**src/hw/rtl/pdcp_pkg.sv**
```systemverilog
// ---------------------------------------------------------------------------
// PDCP receive reordering package
// Shared payload types, result codes, sizes and controller states.
// ---------------------------------------------------------------------------
`default_nettype none
package pdcp_pkg;

  // Sequence number width and reorder store depth; the payload types and
  // the slot indexing are built for these values.
  localparam int SN_BITS     = 12;
  localparam int STORE_DEPTH = 64;

  typedef struct packed {
    logic        op;
    logic [11:0] seq_num;
    logic [15:0] pdu_handle;
  } pdcp_in_t;

  typedef struct packed {
    logic [15:0] out_handle;
    logic [11:0] out_seq_num;
    logic [19:0] out_hfn;
    logic [1:0]  status;
    logic        last;
  } pdcp_out_t;

  localparam logic [1:0] ST_DELIVERED = 2'd0;
  localparam logic [1:0] ST_DISCARD   = 2'd1;
  localparam logic [1:0] ST_FULL      = 2'd2;

  localparam logic       OP_PDU  = 1'b0;
  localparam logic       OP_TICK = 1'b1;

  localparam logic [0:0] REG_ENABLE  = 1'd0;
  localparam logic [0:0] REG_TIMEOUT = 1'd1;

  typedef enum logic [2:0] {
    S_IDLE,
    S_EVAL,
    S_EXP_LOW,
    S_RUN,
    S_FINISH,
    S_OUT
  } pdcp_state_t;

  // Commands from the controller to the datapath.
  typedef struct packed {
    logic load;        // capture the accepted request
    logic tick;        // apply a tick that did not expire
    logic pass_emit;   // emit the pending non-stored result
    logic arrive_store;// classify result: store the arrival
    logic expire_init; // begin expiry scan
    logic scan_step;   // examine one slot of the scan
    logic run_step;    // examine one slot of the in-order run
    logic finish;      // timer bookkeeping at end of request
    logic emit_take;   // output register taken
  } pdcp_cmd_t;

  // Status back from the datapath.
  typedef struct packed {
    logic is_tick;
    logic expire_now;
    logic timer_running;
    logic reject;      // arrival gives one immediate result
    logic in_order;    // stored arrival starts a run
    logic low_done;    // low part of expiry scan finished
    logic run_done;    // in-order run finished
    logic slot_hit;    // the current scan slot delivers
    logic out_full;    // output register holds a result
  } pdcp_stat_t;

endpackage
`default_nettype wire

```
**src/hw/rtl/pdcp_datapath.sv**
```systemverilog
// ---------------------------------------------------------------------------
// PDCP reordering datapath
// Reorder store, sequence state, timer and output register.
// ---------------------------------------------------------------------------
`default_nettype none
module pdcp_datapath
  import pdcp_pkg::*;
#(
  parameter int WINDOW      = 2048
) (
  input  wire logic       clk,
  input  wire logic       rst_n,
  input  wire pdcp_cmd_t  cmd,
  output pdcp_stat_t      stat,
  input  wire pdcp_in_t   in_data,
  input  wire logic       reorder_enable,
  input  wire logic [15:0] timeout_ticks,
  output pdcp_out_t       out_data,
  output logic            out_valid
);

  localparam int IW = (STORE_DEPTH > 1) ? $clog2(STORE_DEPTH) : 1;
  localparam int CW = (STORE_DEPTH > 1) ? $clog2(STORE_DEPTH + 1) : 1;
  localparam logic [SN_BITS-1:0] SN_MAX = {SN_BITS{1'b1}};
  localparam logic [SN_BITS:0] WIN_S = (SN_BITS+1)'(WINDOW > (1 << SN_BITS) ?
                                       (1 << SN_BITS) : WINDOW);

  logic [STORE_DEPTH-1:0] valid_r, valid_nxt;
  logic [15:0] hmem [STORE_DEPTH];
  logic [19:0] fmem [STORE_DEPTH];

  logic [SN_BITS-1:0] lds_r, lds_nxt, nes_r, nes_nxt, rsn_r, rsn_nxt;
  logic [19:0] hfn_r, hfn_nxt;
  logic run_r, run_nxt, hit_r, hit_nxt;
  logic [15:0] left_r, left_nxt;
  logic op_r;
  logic [SN_BITS-1:0] sn_r;
  logic [15:0] h_r;
  logic [SN_BITS-1:0] cur_r, cur_nxt;   // scan sequence number
  logic [CW-1:0] k_r, k_nxt;
  logic [SN_BITS-1:0] rlim_r, rlim_nxt;
  logic wr_en;
  logic [19:0] wr_hfn;
  logic [15:0] rdh_r;
  logic [19:0] rdf_r;
  pdcp_out_t ob_r, ob_nxt;
  logic ov_r, ov_nxt;

  logic [SN_BITS-1:0] sn_in;
  logic signed [SN_BITS+1:0] da, db, dn;
  logic [SN_BITS-1:0] sn_gap;
  logic [IW-1:0] sidx, cidx, nidx;
  logic is_stale, is_full, is_dup;

  assign sn_in = in_data.seq_num[SN_BITS-1:0];
  assign sidx = sn_r[IW-1:0];
  assign cidx = cur_r[IW-1:0];
  assign nidx = cur_nxt[IW-1:0];
  assign da = $signed({2'b00, sn_r}) - $signed({2'b00, lds_r});
  assign db = -da;
  assign dn = $signed({2'b00, nes_r}) - $signed({2'b00, sn_r});
  assign sn_gap = sn_r - lds_r - 1'b1;
  assign is_stale = (da > $signed({1'b0, WIN_S})) ||
                    (db >= 0 && db < $signed({1'b0, WIN_S}));
  assign is_full = {1'b0, sn_gap} >= (SN_BITS+1)'(STORE_DEPTH);
  assign is_dup = valid_r[sidx];

  always_comb begin
    stat = '0;
    stat.is_tick       = op_r;
    stat.expire_now    = run_r && (left_r <= 16'd1);
    stat.timer_running = run_r;
    stat.reject        = !reorder_enable || is_stale || is_full || is_dup;
    stat.in_order      = (sn_r == lds_r + 1'b1);
    stat.low_done      = (k_r >= CW'(STORE_DEPTH)) || (SN_BITS'(k_r) >= rlim_r);
    stat.run_done      = (k_r >= CW'(STORE_DEPTH)) || !valid_r[cidx];
    stat.slot_hit      = valid_r[cidx];
    stat.out_full      = ov_r;
  end

  always_comb begin
    valid_nxt = valid_r;
    lds_nxt = lds_r; nes_nxt = nes_r; hfn_nxt = hfn_r; rsn_nxt = rsn_r;
    run_nxt = run_r; left_nxt = left_r; hit_nxt = hit_r;
    cur_nxt = cur_r; k_nxt = k_r; rlim_nxt = rlim_r;
    ob_nxt = ob_r; ov_nxt = ov_r;
    wr_en = 1'b0; wr_hfn = hfn_r;
    if (cmd.emit_take) ov_nxt = 1'b0;
    if (cmd.tick) left_nxt = left_r - 16'd1;
    if (cmd.pass_emit) begin
      ob_nxt.out_handle  = h_r;
      ob_nxt.out_seq_num = 12'(sn_r);
      ob_nxt.last        = 1'b1;
      if (!reorder_enable) begin
        ob_nxt.out_hfn = hfn_r; ob_nxt.status = ST_DELIVERED;
      end else begin
        ob_nxt.out_hfn = '0;
        ob_nxt.status = (is_stale || (!is_full && is_dup)) ? ST_DISCARD : ST_FULL;
      end
      ov_nxt = 1'b1;
    end
    if (cmd.arrive_store) begin
      wr_en = 1'b1;
      valid_nxt[sidx] = 1'b1;
      hit_nxt = 1'b0;
      if (dn > $signed({1'b0, WIN_S})) begin
        hfn_nxt = hfn_r + 20'd1; wr_hfn = hfn_r + 20'd1; nes_nxt = sn_r + 1'b1;
      end else if (-dn >= $signed({1'b0, WIN_S})) begin
        wr_hfn = hfn_r - 20'd1;
      end else if (sn_r >= nes_r) begin
        nes_nxt = sn_r + 1'b1;
        if (sn_r == SN_MAX) hfn_nxt = hfn_r + 20'd1;
      end
      cur_nxt = sn_r; k_nxt = '0;
    end
    if (cmd.expire_init) begin
      run_nxt = 1'b0;
      cur_nxt = lds_r + 1'b1;
      rlim_nxt = rsn_r - lds_r - 1'b1;
      k_nxt = '0;
    end
    if (cmd.scan_step || cmd.run_step) begin
      if (valid_r[cidx]) begin
        ob_nxt.out_handle  = rdh_r;
        ob_nxt.out_seq_num = 12'(cur_r);
        ob_nxt.out_hfn     = rdf_r;
        ob_nxt.status      = ST_DELIVERED;
        ob_nxt.last        = 1'b0;
        ov_nxt = 1'b1;
        valid_nxt[cidx] = 1'b0;
        lds_nxt = cur_r;
        if (cmd.run_step && cur_r == rsn_r - 1'b1) hit_nxt = 1'b1;
      end
      cur_nxt = cur_r + 1'b1;
      k_nxt = k_r + 1'b1;
    end
    if (cmd.finish) begin
      if (run_r && hit_r && !op_r) run_nxt = 1'b0;
      if ((!run_r || (hit_r && !op_r) || op_r) && (valid_nxt != '0) &&
          !(run_r && !(hit_r && !op_r) && !op_r)) begin
        run_nxt = 1'b1;
        left_nxt = timeout_ticks;
        rsn_nxt = nes_r;
      end
      hit_nxt = 1'b0;
    end
  end

  always_ff @(posedge clk) begin
    if (!rst_n) begin
      valid_r <= '0; lds_r <= SN_MAX; nes_r <= '0; hfn_r <= '0; rsn_r <= '0;
      run_r <= 1'b0; left_r <= '0; hit_r <= 1'b0; ov_r <= 1'b0;
      k_r <= '0; cur_r <= '0; rlim_r <= '0;
    end else begin
      valid_r <= valid_nxt; lds_r <= lds_nxt; nes_r <= nes_nxt; hfn_r <= hfn_nxt;
      rsn_r <= rsn_nxt; run_r <= run_nxt; left_r <= left_nxt; hit_r <= hit_nxt;
      ov_r <= ov_nxt; k_r <= k_nxt; cur_r <= cur_nxt; rlim_r <= rlim_nxt;
    end
  end

  // The slot read is registered at the next scan address, so the data of the
  // slot under cur_r is ready when it is examined. A write to that same slot
  // is forwarded.
  always_ff @(posedge clk) begin
    ob_r <= ob_nxt;
    if (cmd.load) begin
      op_r <= in_data.op; sn_r <= sn_in; h_r <= in_data.pdu_handle;
    end
    if (wr_en) begin
      hmem[sidx] <= h_r;
      fmem[sidx] <= wr_hfn;
    end
    if (wr_en && sidx == nidx) begin
      rdh_r <= h_r;
      rdf_r <= wr_hfn;
    end else begin
      rdh_r <= hmem[nidx];
      rdf_r <= fmem[nidx];
    end
  end

  // Output register drives the port; only non-stored results set last here.
  always_comb begin
    out_data = ob_r;
  end
  assign out_valid = ov_r;

endmodule
`default_nettype wire

```
**src/hw/rtl/pdcp_ctrl.sv**
```systemverilog
// ---------------------------------------------------------------------------
// PDCP reordering controller
// Sequences one request at a time through classify, scan and run phases.
// ---------------------------------------------------------------------------
`default_nettype none
module pdcp_ctrl
  import pdcp_pkg::*;
(
  input  wire logic       clk,
  input  wire logic       rst_n,
  input  wire logic       in_valid,
  output logic            in_stall,
  input  wire logic       out_stall,
  output logic            mark_last,
  output logic            out_release,
  input  wire pdcp_stat_t stat,
  output pdcp_cmd_t       cmd
);

  pdcp_state_t state_r, state_nxt;

  always_ff @(posedge clk) begin
    if (!rst_n) state_r <= S_IDLE;
    else state_r <= state_nxt;
  end

  // Scan and run steps that emit wait until the output register is free.
  // A held result is shown only once it is known whether another result of
  // the same request follows it.
  always_comb begin
    state_nxt = state_r;
    cmd = '0;
    in_stall = 1'b1;
    mark_last = 1'b0;
    out_release = 1'b0;
    case (state_r)
      S_IDLE: begin
        in_stall = 1'b0;
        if (in_valid) begin
          cmd.load = 1'b1;
          state_nxt = S_EVAL;
        end
      end
      S_EVAL: begin
        if (stat.is_tick) begin
          if (!stat.timer_running) state_nxt = S_IDLE;
          else if (stat.expire_now) begin
            cmd.expire_init = 1'b1; state_nxt = S_EXP_LOW;
          end else begin
            cmd.tick = 1'b1; state_nxt = S_IDLE;
          end
        end else if (stat.reject) begin
          if (!stat.out_full || !out_stall) begin
            cmd.pass_emit = 1'b1; state_nxt = S_OUT;
          end
        end else begin
          cmd.arrive_store = 1'b1;
          state_nxt = stat.in_order ? S_RUN : S_FINISH;
        end
      end
      S_EXP_LOW: begin
        out_release = !stat.low_done && stat.slot_hit;
        if (stat.low_done) state_nxt = S_RUN;
        else if (!stat.slot_hit || !stat.out_full || !out_stall) cmd.scan_step = 1'b1;
      end
      S_RUN: begin
        out_release = !stat.run_done;
        if (stat.run_done) state_nxt = S_FINISH;
        else if (!stat.out_full || !out_stall) cmd.run_step = 1'b1;
      end
      S_FINISH: begin
        cmd.finish = 1'b1;
        state_nxt = S_OUT;
      end
      S_OUT: begin
        mark_last = 1'b1;
        out_release = 1'b1;
        if (!stat.out_full || !out_stall) state_nxt = S_IDLE;
      end
      default: state_nxt = S_IDLE;
    endcase
    cmd.emit_take = stat.out_full && out_release && !out_stall;
  end

endmodule
`default_nettype wire

```
**src/hw/rtl/pdcp_rx_reordering.sv**
```systemverilog
// A rejected or pass-through arrival is classified in S_EVAL, its result is registered in the
// output register and released in S_OUT. Requests are worked one at a time: a tick, an arrival
// and any in-order run or expiry scan that it starts all finish before the next request is
// taken, and receiver stalls can hold the work.
// Reset (synchronous, rst_n low) clears the store valid bits, sequence state,
// timer, output valid and configuration registers to their defaults.
// ---------------------------------------------------------------------------
// PDCP receive reordering top level
// Configuration port, controller and datapath.
// ---------------------------------------------------------------------------
`default_nettype none
module pdcp_rx_reordering
  import pdcp_pkg::*;
#(
  parameter int WINDOW      = 2048
) (
  input  wire logic        clk,
  input  wire logic        rst_n,
  input  wire logic        in_valid,
  output logic             in_stall,
  input  wire pdcp_in_t    in_data,
  output logic             out_valid,
  input  wire logic        out_stall,
  output pdcp_out_t        out_data,
  input  wire logic        cfg_psel,
  input  wire logic        cfg_penable,
  input  wire logic        cfg_pwrite,
  input  wire logic [2:0]  cfg_paddr,
  input  wire logic [31:0] cfg_pwdata,
  output logic [31:0]      cfg_prdata,
  output logic             cfg_pready
);

  pdcp_cmd_t  cmd;
  pdcp_stat_t stat;
  pdcp_out_t  dp_out;
  logic en_r, mark_last, out_release, dp_valid;
  logic [15:0] to_r;

  assign cfg_pready = 1'b1;
  always_ff @(posedge clk) begin
    if (!rst_n) begin
      en_r <= 1'b0; to_r <= 16'd100;
    end else if (cfg_psel && cfg_penable && cfg_pwrite) begin
      case (cfg_paddr[2])
        REG_ENABLE:  en_r <= cfg_pwdata[0];
        REG_TIMEOUT: to_r <= cfg_pwdata[15:0];
        default: ;
      endcase
    end
  end
  always_comb begin
    case (cfg_paddr[2])
      REG_ENABLE:  cfg_prdata = {31'd0, en_r};
      REG_TIMEOUT: cfg_prdata = {16'd0, to_r};
      default:     cfg_prdata = '0;
    endcase
  end

  pdcp_ctrl u_ctrl (
    .clk(clk), .rst_n(rst_n), .in_valid(in_valid), .in_stall(in_stall),
    .out_stall(out_stall), .mark_last(mark_last), .out_release(out_release),
    .stat(stat), .cmd(cmd)
  );

  pdcp_datapath #(.WINDOW(WINDOW)) u_dp (
    .clk(clk), .rst_n(rst_n), .cmd(cmd), .stat(stat), .in_data(in_data),
    .reorder_enable(en_r), .timeout_ticks(to_r), .out_data(dp_out), .out_valid(dp_valid)
  );

  // A held result becomes last once the controller reaches the end of its request.
  assign out_valid = dp_valid && out_release;
  always_comb begin
    out_data = dp_out;
    out_data.last = dp_out.last | mark_last;
  end

endmodule
`default_nettype wire

```
**config.mk**
```make
export PLATFORM = sky130hd
export DESIGN_NAME = pdcp_rx_reordering
export DESIGN_NICKNAME = d
export VERILOG_FILES = /design/src/hw/rtl/pdcp_pkg.sv /design/src/hw/rtl/pdcp_datapath.sv /design/src/hw/rtl/pdcp_ctrl.sv /design/src/hw/rtl/pdcp_rx_reordering.sv
export SDC_FILE = /design/constraint.sdc
export NUM_CORES = 2
export LEC_CHECK = 0
export ABC_AREA = 1
export BUFFER_PORTS_ARGS = -buffer_cell sky130_fd_sc_hd__buf_4
export CORE_MARGIN = 2
export CORE_UTILIZATION = 36
export CTS_CLUSTER_DIAMETER = 80
export DETAILED_ROUTE_END_ITERATION = 6
export PLACE_DENSITY = 0.57
export SYNTH_ARGS = -nofsm -noshare
export SYNTH_HDL_FRONTEND = slang
export SYNTH_SLANG_ARGS = --single-unit
```
**constraint.sdc**
```tcl
create_clock -name clk -period 8.35 [get_ports clk]
set_input_delay 0.835 -clock clk [delete_from_list [all_inputs] [get_ports clk]]
set_output_delay 0.835 -clock clk [all_outputs]
set_load 0.03 [all_outputs]
```
; ---- After elaboration in Yosys (flattened, before gate mapping)
; Memory sizes are Yosys's and may differ from the RTL's. A register that Yosys moved wholly into a read port is not among the register bits.
; Index checks and enable logic that the tools add are counted.
[totals]
memories = 2
ramBits = 2304
in_bits = 71
out_inout_bits = 86
regBits = 270
elab_cells = 215
[classes]
eq_ne = 14
muxes = 84
reduce_logical = 55
bitwise = 6
magnitude_cmp = 14
n_addsub = 16
[memory_table]
columns = memory, words, word_bits, read_ports, rd_ports_with_merged_regs, write_ports, line_no
row1 = u_dp.fmem, 64, 20, 1, 1, 1, pdcp_datapath.sv:30  ; logic [19:0] fmem [STORE_DEPTH];
row2 = u_dp.hmem, 64, 16, 1, 1, 1, pdcp_datapath.sv:29  ; logic [15:0] hmem [STORE_DEPTH];
[ops]
columns = cell, count
row1 = $mux 64, 3
row2 = $mux 51, 3
row3 = $mux 20, 7
row4 = $mux 12, 6
row5 = $and 64x64->64, 1
row6 = $not 64->64, 1
row7 = $or 64x64->64, 1
row8 = $pmux 32 s2, 1
row9 = $reduce_bool 64->1, 1
row10 = $mux 16, 3
row11 = $mux 1, 38
row12 = $add 12x1->12 const B, 3
row13 = $sub 12x1->12 const B, 3
row14 = $sub 12x12->13, 2
row15 = $eq 12x12->1, 2
row16 = $mux 3, 8
row17 = $sub 12x12->12, 2
row18 = $mux 22, 1
row19 = $mux 7, 3
row20 = $add 20x1->20 const B, 1
row21 = $sub 20x1->20 const B, 1
row22 = $logic_and 1x1->1, 18
row23 = $pmux 3 s6, 1
row24 = $le 16x1->1 const B, 1
row25 = other kinds (39), 78

; ---- Longest topological paths before layout
[depth]
depth_word = 20
ltp_mapped = 35
mapped_depth_nobuf = 31

; ---- By module
; From an unflattened synthesis, not the netlist that was laid out.
[hier_totals]
hier_cells = 9320
area_unflattened_um2 = 106863.7
[by_module_without_submodules]
columns = mod, area_each_um2, n_inst, seq_area_each_um2, cells_per_inst
row1 = pdcp_datapath, 105486.2, 1, 74601.5, 9084
row2 = pdcp_rx_reordering, 1007.2, 1, 340.3, 164
row3 = pdcp_ctrl, 370.4, 1, 60.1, 72

; ---- Worst setup path before layout
; Ideal clock, no wire load.
[synth_timing]
path_type = reg2reg
startpoint = register u_dp.sn_r[0]
endpoint = memory u_dp.fmem[15][0] (enable)
n_path_buf = 4
required_ps = 7831
setup_slack_ps = 1416
arrival_time_ps = 6414
stages_incl_launch_ff = 24
setup_ps = 519
synth_period_minus_slack_ps = 6934
cell_sequence = edfxtp_1 buf_4 inv_2 buf_4 ha_1 inv_1 fa_1 nand3_1 nand2_1 nand2_1 nand2_1 nand2_1 nand2_1 nand2_1 inv_1 nor2_1 nand3_1 nand2_2 nand2_2 nor2_2 buf_4 clkinv_1 clkbuf_1 nor4_1
[synth_between]
elab_chain_cells = 14
word_cells_on_any_way = 21
classes_between = add/sub: 4 / order compare: 4 / mux: 8 / reduce/logical: 5
[synth_rtl]
columns = item, line_no
row1 = from (decl), pdcp_datapath.sv:37  ; logic [SN_BITS-1:0] sn_r;
row2 = from (signal assigned), pdcp_datapath.sv:167  ; op_r <= in_data.op; sn_r <= sn_in; h_r <= in_data.pdu_handle;
row3 = $sub 12x12->13, pdcp_datapath.sv:59  ; assign da = $signed({2'b00, sn_r}) - $signed({2'b00, lds_r});
row4 = $neg 13->14, pdcp_datapath.sv:60  ; assign db = -da;
row5 = $ge 14x1->1 / $lt 14x13->1 (equally long branches), pdcp_datapath.sv:64  ; (db >= 0 && db < $signed({1'b0, WIN_S}));
row6 = $logic_and 1x1->1, pdcp_datapath.sv:64
row7 = $logic_or 1x1->1, pdcp_datapath.sv:63  ; assign is_stale = (da > $signed({1'b0, WIN_S})) ||
row8 = $logic_or 1x1->1 (3 in series), pdcp_datapath.sv:73  ; stat.reject = !reorder_enable || is_stale || is_full || is_dup;
row9 = $mux 1, pdcp_ctrl.sv:52  ; end else if (stat.reject) begin
row10 = $mux 2, pdcp_ctrl.sv:45  ; if (stat.is_tick) begin
row11 = $mux 4, pdcp_ctrl.sv:36  ; case (state_r)
row12 = $mux 1, pdcp_datapath.sv:102  ; if (cmd.arrive_store) begin
row13 = $mux 1, pdcp_datapath.sv:169  ; if (wr_en) begin
row14 = $mux 1 (not written as such), pdcp_datapath.sv:171  ; fmem[sidx] <= wr_hfn;
row15 = to (decl), pdcp_datapath.sv:30
; Parallel ways exist; a longest one is shown, timed or not. The select of a mux whose other input is x is not followed.

; ---- Worst setup path in the final report
[layout_timing]
startpoint = register u_dp.sn_r[1]
endpoint = memory u_dp.fmem[33][7], data pin
[layout_between]
elab_chain_cells = 12
word_cells_on_any_way = 25
classes_between = add/sub: 6 / order compare: 6 / mux: 8 / reduce/logical: 5
[layout_rtl]
columns = item, line_no
row1 = $sub 12x12->13, pdcp_datapath.sv:59
row2 = $neg 13->14, pdcp_datapath.sv:60
row3 = $ge 14x1->1 / $lt 14x13->1 (equally long branches), pdcp_datapath.sv:64
row4 = $logic_and 1x1->1, pdcp_datapath.sv:64
row5 = $logic_or 1x1->1, pdcp_datapath.sv:63
row6 = $logic_or 1x1->1 (3 in series), pdcp_datapath.sv:73
row7 = $mux 1, pdcp_ctrl.sv:52
row8 = $mux 2, pdcp_ctrl.sv:45
row9 = $mux 4, pdcp_ctrl.sv:36
row10 = $mux 20 *, pdcp_datapath.sv:102
row11 = via u_dp.wr_hfn[7], pdcp_datapath.sv:43  ; logic [19:0] wr_hfn;
; Mark *: on every way through the listed nets, which the timed path passes. The rest lies on a longest branch. The select of a mux whose other input is x is not followed.

==> tab_implementation.tex <==
\begin{tabular}{lr}
\hline
Metric & Value \\
\hline
\multicolumn{2}{l}{\textbf{Logic synthesis}} \\
Number of library cell types mapped by synthesis & 57 \\
Synthesized flop and latch total & 2,580 \\
Library cell with the largest summed area after synthesis & edfxtp\_1 \\
Flip-flop cell with the highest count after synthesis & edfxtp\_1 \\
Top post-synthesis cells by area & edfxtp\_1, o21ai\_0, nor2\_1 \\
Post-synthesis instance total & 9,483 \\
Area share of the largest cell type after synthesis & 64.9\% \\
Share of the yosys chip area belonging to registers & 69.4\% \\
Post-synthesis cell area & 108,000 µm² \\
Fraction of synthesis flops using an asynchronous set or reset pin & 0\% \\
Post-synthesis area per instance & 11.4 µm² \\
Yosys synthesis warning count & 0 \\
EDFF count, synth & 2,333 \\
\multicolumn{2}{l}{\textbf{Power and ir drop}} \\
Leak pwr & 38.7 nW \\
VDD IR max & 0.000176 V \\
Cell area power density & 223 nW/µm² \\
\multicolumn{2}{l}{\textbf{Routing}} \\
Avg Vias per Cell & 5.71 \\
Count of unresolved DRC violations after routing & 0 \\
Detailed Route Iter0 Violations & 9,576 \\
Post-route antenna net violation count & 0 \\
Number of search-and-repair iterations in the first detailed-routing pass & 6 \\
Via count of the routed design & 77,700 \\
Routed length per instance & 25.6 µm \\
Wire length after detailed routing & 348 mm \\
\multicolumn{2}{l}{\textbf{Clocking}} \\
Total CTS buffers & 279 \\
Maximum level of the CTS H-tree & 5 \\
Clock-pin slew on the worst setup and hold paths & 60 ps \\
Post-CTS repair timing setup buffer count & 0 \\
Resize count post-CTS & 0 \\
Bufs on Longest Clock Path & 4 \\
CTS Sinks & 2,580 \\
CTS tree & built \\
Source-to-sink clock delay at the later pin of the worst-skew pair & 870 ps \\
Number of hold-repair buffers added at the cts stage & 0 \\
Root buffer cell & clkbuf\_16 \\
\multicolumn{2}{l}{\textbf{Global route}} \\
Via count of the first global-routing pass & 73,000 \\
Met2 usage & 36.0\% \\
GRT overflow & 0 \\
Wire length of the first global-routing pass & 500 mm \\
Antenna violations before repair & 16 \\
Overall routing resource usage & 22.2\% \\
Met3 Resource Use GR & 3.58\% \\
Pin count of the biggest net entering global routing & 183 \\
GRT Max-Usage Layer & met2 \\
Global-route met1 utilization & 30.1\% \\
\multicolumn{2}{l}{\textbf{STA}} \\
Slew at the pin with the worst max-slew slack & 1420 ps \\
Final Hold Violating Endpoints & 0 \\
Final setup violating endpoints & 0 \\
Final setup TNS & 0 ps \\
Worst clock skew on the final layout & 66.8 ps \\
Part of the cycle the worst path needs & 71.2\% \\
Time the final worst path needs with I/O delays and setup & 5950 ps \\
Highest clock rate & 168 MHz \\
Normalized max-slew margin & 5.17\% \\
Count of final max-slew check failures & 0 \\
Final WS setup & 2400 ps \\
RSZ-0062 raised after global routing & false \\
\multicolumn{2}{l}{\textbf{Die}} \\
Die Outline Area & 304,000 µm² \\
Area of the placeable core & 299,000 µm² \\
IO Pins & 157 \\
Initial core utilization & 36.1\% \\
Floorplan row count & 201 \\
Die height & 552 µm \\
Die Span X & 552 µm \\
\multicolumn{2}{l}{\textbf{Critical path}} \\
Setup slack of the most critical reg-to-reg path & 2400 ps \\
CP startpoint & u\_dp.sn\_r[1]\$\_DFFE\_PP\_ \\
Crit-path most repeated cell & nand2\_1 \\
Kind of launch point of the worst setup path & flip-flop \\
Crit-path cells & buf\_4 > inv\_1 > ha\_1 > nand2\_1 > o21ai\_1 > a21oi\_1 > o21ai\_1 > nand3\_1 > nand2\_1 > xnor2\_1 > clkinv\_1 > nand2\_1 > nand2\_1 > clkinv\_1 > nand4\_1 > o21ai\_0 > o21ai\_0 > nand2\_1 > a21boi\_4 > buf\_4 \\
CP max-delay cell & a21boi\_4 \\
Worst setup path category & flip-flop to flip-flop \\
Highest fanout seen on the critical path & 37 \\
Last element of the critical path & u\_dp.fmem[33][7]\$\_DFFE\_PP\_ \\
Arrival time at the worst endpoint & 6570 ps \\
Maximum cell stage delay along the critical path & 710 ps \\
CP Data Required Time & 8980 ps \\
Endpoint of the worst register-to-register path & u\_dp.fmem[33][7]\$\_DFFE\_PP\_ \\
Startpoint of the worst-slack reg-to-reg timing path & u\_dp.sn\_r[1]\$\_DFFE\_PP\_ \\
Category of the worst setup path capture point & flip-flop \\
Count of cells along the worst register-to-register path & 20 \\
\multicolumn{2}{l}{\textbf{Worst hold path}} \\
Type of the worst min-delay path & input port to flip-flop \\
Worst Hold Launch & in\_data[6] \\
\multicolumn{2}{l}{\textbf{Placed design}} \\
Placer congestion estimate & 0.876 \\
HPWL after DPL & 192 mm \\
Count of input and output buffers & 121 \\
Setup slack after placement & 2630 ps \\
\multicolumn{2}{l}{\textbf{Run status}} \\
Result of the run & finished clean \\
\multicolumn{2}{l}{\textbf{Layout}} \\
Number of nets in the layout & 9,563 \\
Share of post-route cells with drive strength above 1 & 9.26\% \\
Area added between synthesis and finish & 13.6\% \\
\multicolumn{2}{l}{\textbf{Job}} \\
Max capacitance violation total & 0 \\
\hline
\end{tabular}
[stage by stage]
stage	instances	util [%]	cell area [µm²]	total power, W	hold slack [ps]
2_1_floorplan	9498	-	108000	0.0150	433
3_3_place_gp	13100	38.0	114000	0.0153	442
3_5_place_dp	13100	38.0	114000	0.0153	461
4_1_cts	13600	41.0	123000	0.0275	87.2
5_1_grt	13600	41.0	123000	0.0281	99.2
6_report	13600	41.0	123000	0.0274	137
[how the worst min path moves through the flow]
stage,end,slack [ps],cells after the start
after floorplan,u_dp.out_data[0]$_DFF_P_,430,2
after global placement,u_dp.out_data[0]$_DFF_P_,440,2
after detailed placement,u_dp.out_data[0]$_DFF_P_,460,2
after CTS,u_dp.h_r[5]$_DFFE_PP_,90,1
after global routing,u_dp.h_r[5]$_DFFE_PP_,100,1
final,u_dp.h_r[6]$_DFFE_PP_,140,1
[cells in the final DEF (no fill, tap or decap), types with 8 or more instances in the layout]
cell type and instances:
edfxtp_1 2333, nor2_1 1819, o21ai_0 1573, nand2_1 795, o22ai_1 600, buf_4 341, inv_1 321, clkbuf_16 288
dfxtp_1 241, nand3_1 196, a21oi_1 147, o221ai_1 103, xor2_1 93, nand4_1 78, nor2_4 67, clkbuf_1 64
ha_1 53, clkinv_1 52, o211ai_1 51, nor3_1 40, clkinv_2 40, o21ai_1 30, bufinv_16 26, a31oi_1 21
buf_12 20, o32ai_1 19, xnor2_1 19, inv_2 18, conb_1 17, nor4_1 13, o311ai_0 13, clkbuf_8 13
o31ai_1 12, a32o_1 11, inv_6 9, a32oi_1 9, o21ai_4 8
[state kept, by name (all words and copies together), names as in the netlist, 16 cells and up, named ones only]
register / flops
u_dp.out_data: 51
u_dp.left_r: 16
u_dp.h_r: 16
to_r: 16
u_dp.hmem: 1024
u_dp.hfn_r: 20
u_dp.fmem: 1280
u_dp.valid_r: 64
[where the power goes]
group	switching [W]	total (W)	internal (W)
clock network	0.00506	0.0123	0.00725
logic	0.000640	0.000843	0.000202
registers	0.000111	0.0142	0.0141
total	0.00581	0.0274	0.0216
[worst max-delay path: cells and delay by family, from the launching register on]
family,cells,cell delay [ps]
flip-flops,1,440
AND/OR/NAND/NOR,7,1080
AO/OA/AOI/OAI,6,1600
XOR/XNOR,1,80
buffers and inverters,5,1930
adder cells (fa/ha/maj),1,530
[kinds of logic after synthesis]
family          after synthesis  share of synthesized area (%)
compound gates             2626                           13.7
xor+xnor                    113                          0.916
fa+ha+maj                    57                          0.688
buf+inv                    1059                           4.06
flops                      2580                           69.4
other cells                   2                        0.00695
simple gates               3046                           11.2
[synthesized netlist by cell type (3+ instances only)]
master and instances:
edfxtp_1 2333, nor2_1 1882, o21ai_0 1581, nand2_1 795, o22ai_1 603, clkbuf_1 573
inv_1 324, dfxtp_1 247, nand3_1 196, a21oi_1 147, o221ai_1 103, xor2_1 94
buf_4 81, nand4_1 78, ha_1 53, o211ai_1 51, nor3_1 42, o21ai_1 30
buf_2 28, a31oi_1 22, o32ai_1 19, xnor2_1 19, inv_2 16, clkinv_1 14
nor4_1 14, buf_1 13, o311ai_0 13, o31ai_1 12, a32o_1 11, buf_6 10
a32oi_1 9, a22oi_1 6, nor2_2 6, o21bai_1 6, or2_2 6, and2_1 5
nor3_2 5, fa_1 4, nand2_2 4, nand3b_1 4, nand3_2 3
[per-layer routing]
metal | vias up | wire length (µm)
met5 | - | 59
met2 | 3856 | 162000
met1 | 38900 | 143000
li1 | 34200 | -
met3 | 674 | 31200
met4 | 10 | 12200
[cell type report]
cell class	count	area [µm²]
Fill cell	27900	177000
Tap cell	3958	4950
Antenna cell	4	10.0
Multi-Input combinational cell	5859	29400
Sequential cell	2580	75000
Clock inverter	127	1340
Clock buffer	365	7630
Timing Repair Buffer	361	2960
Inverter	354	1360
(Power assumes the default switching activity.)
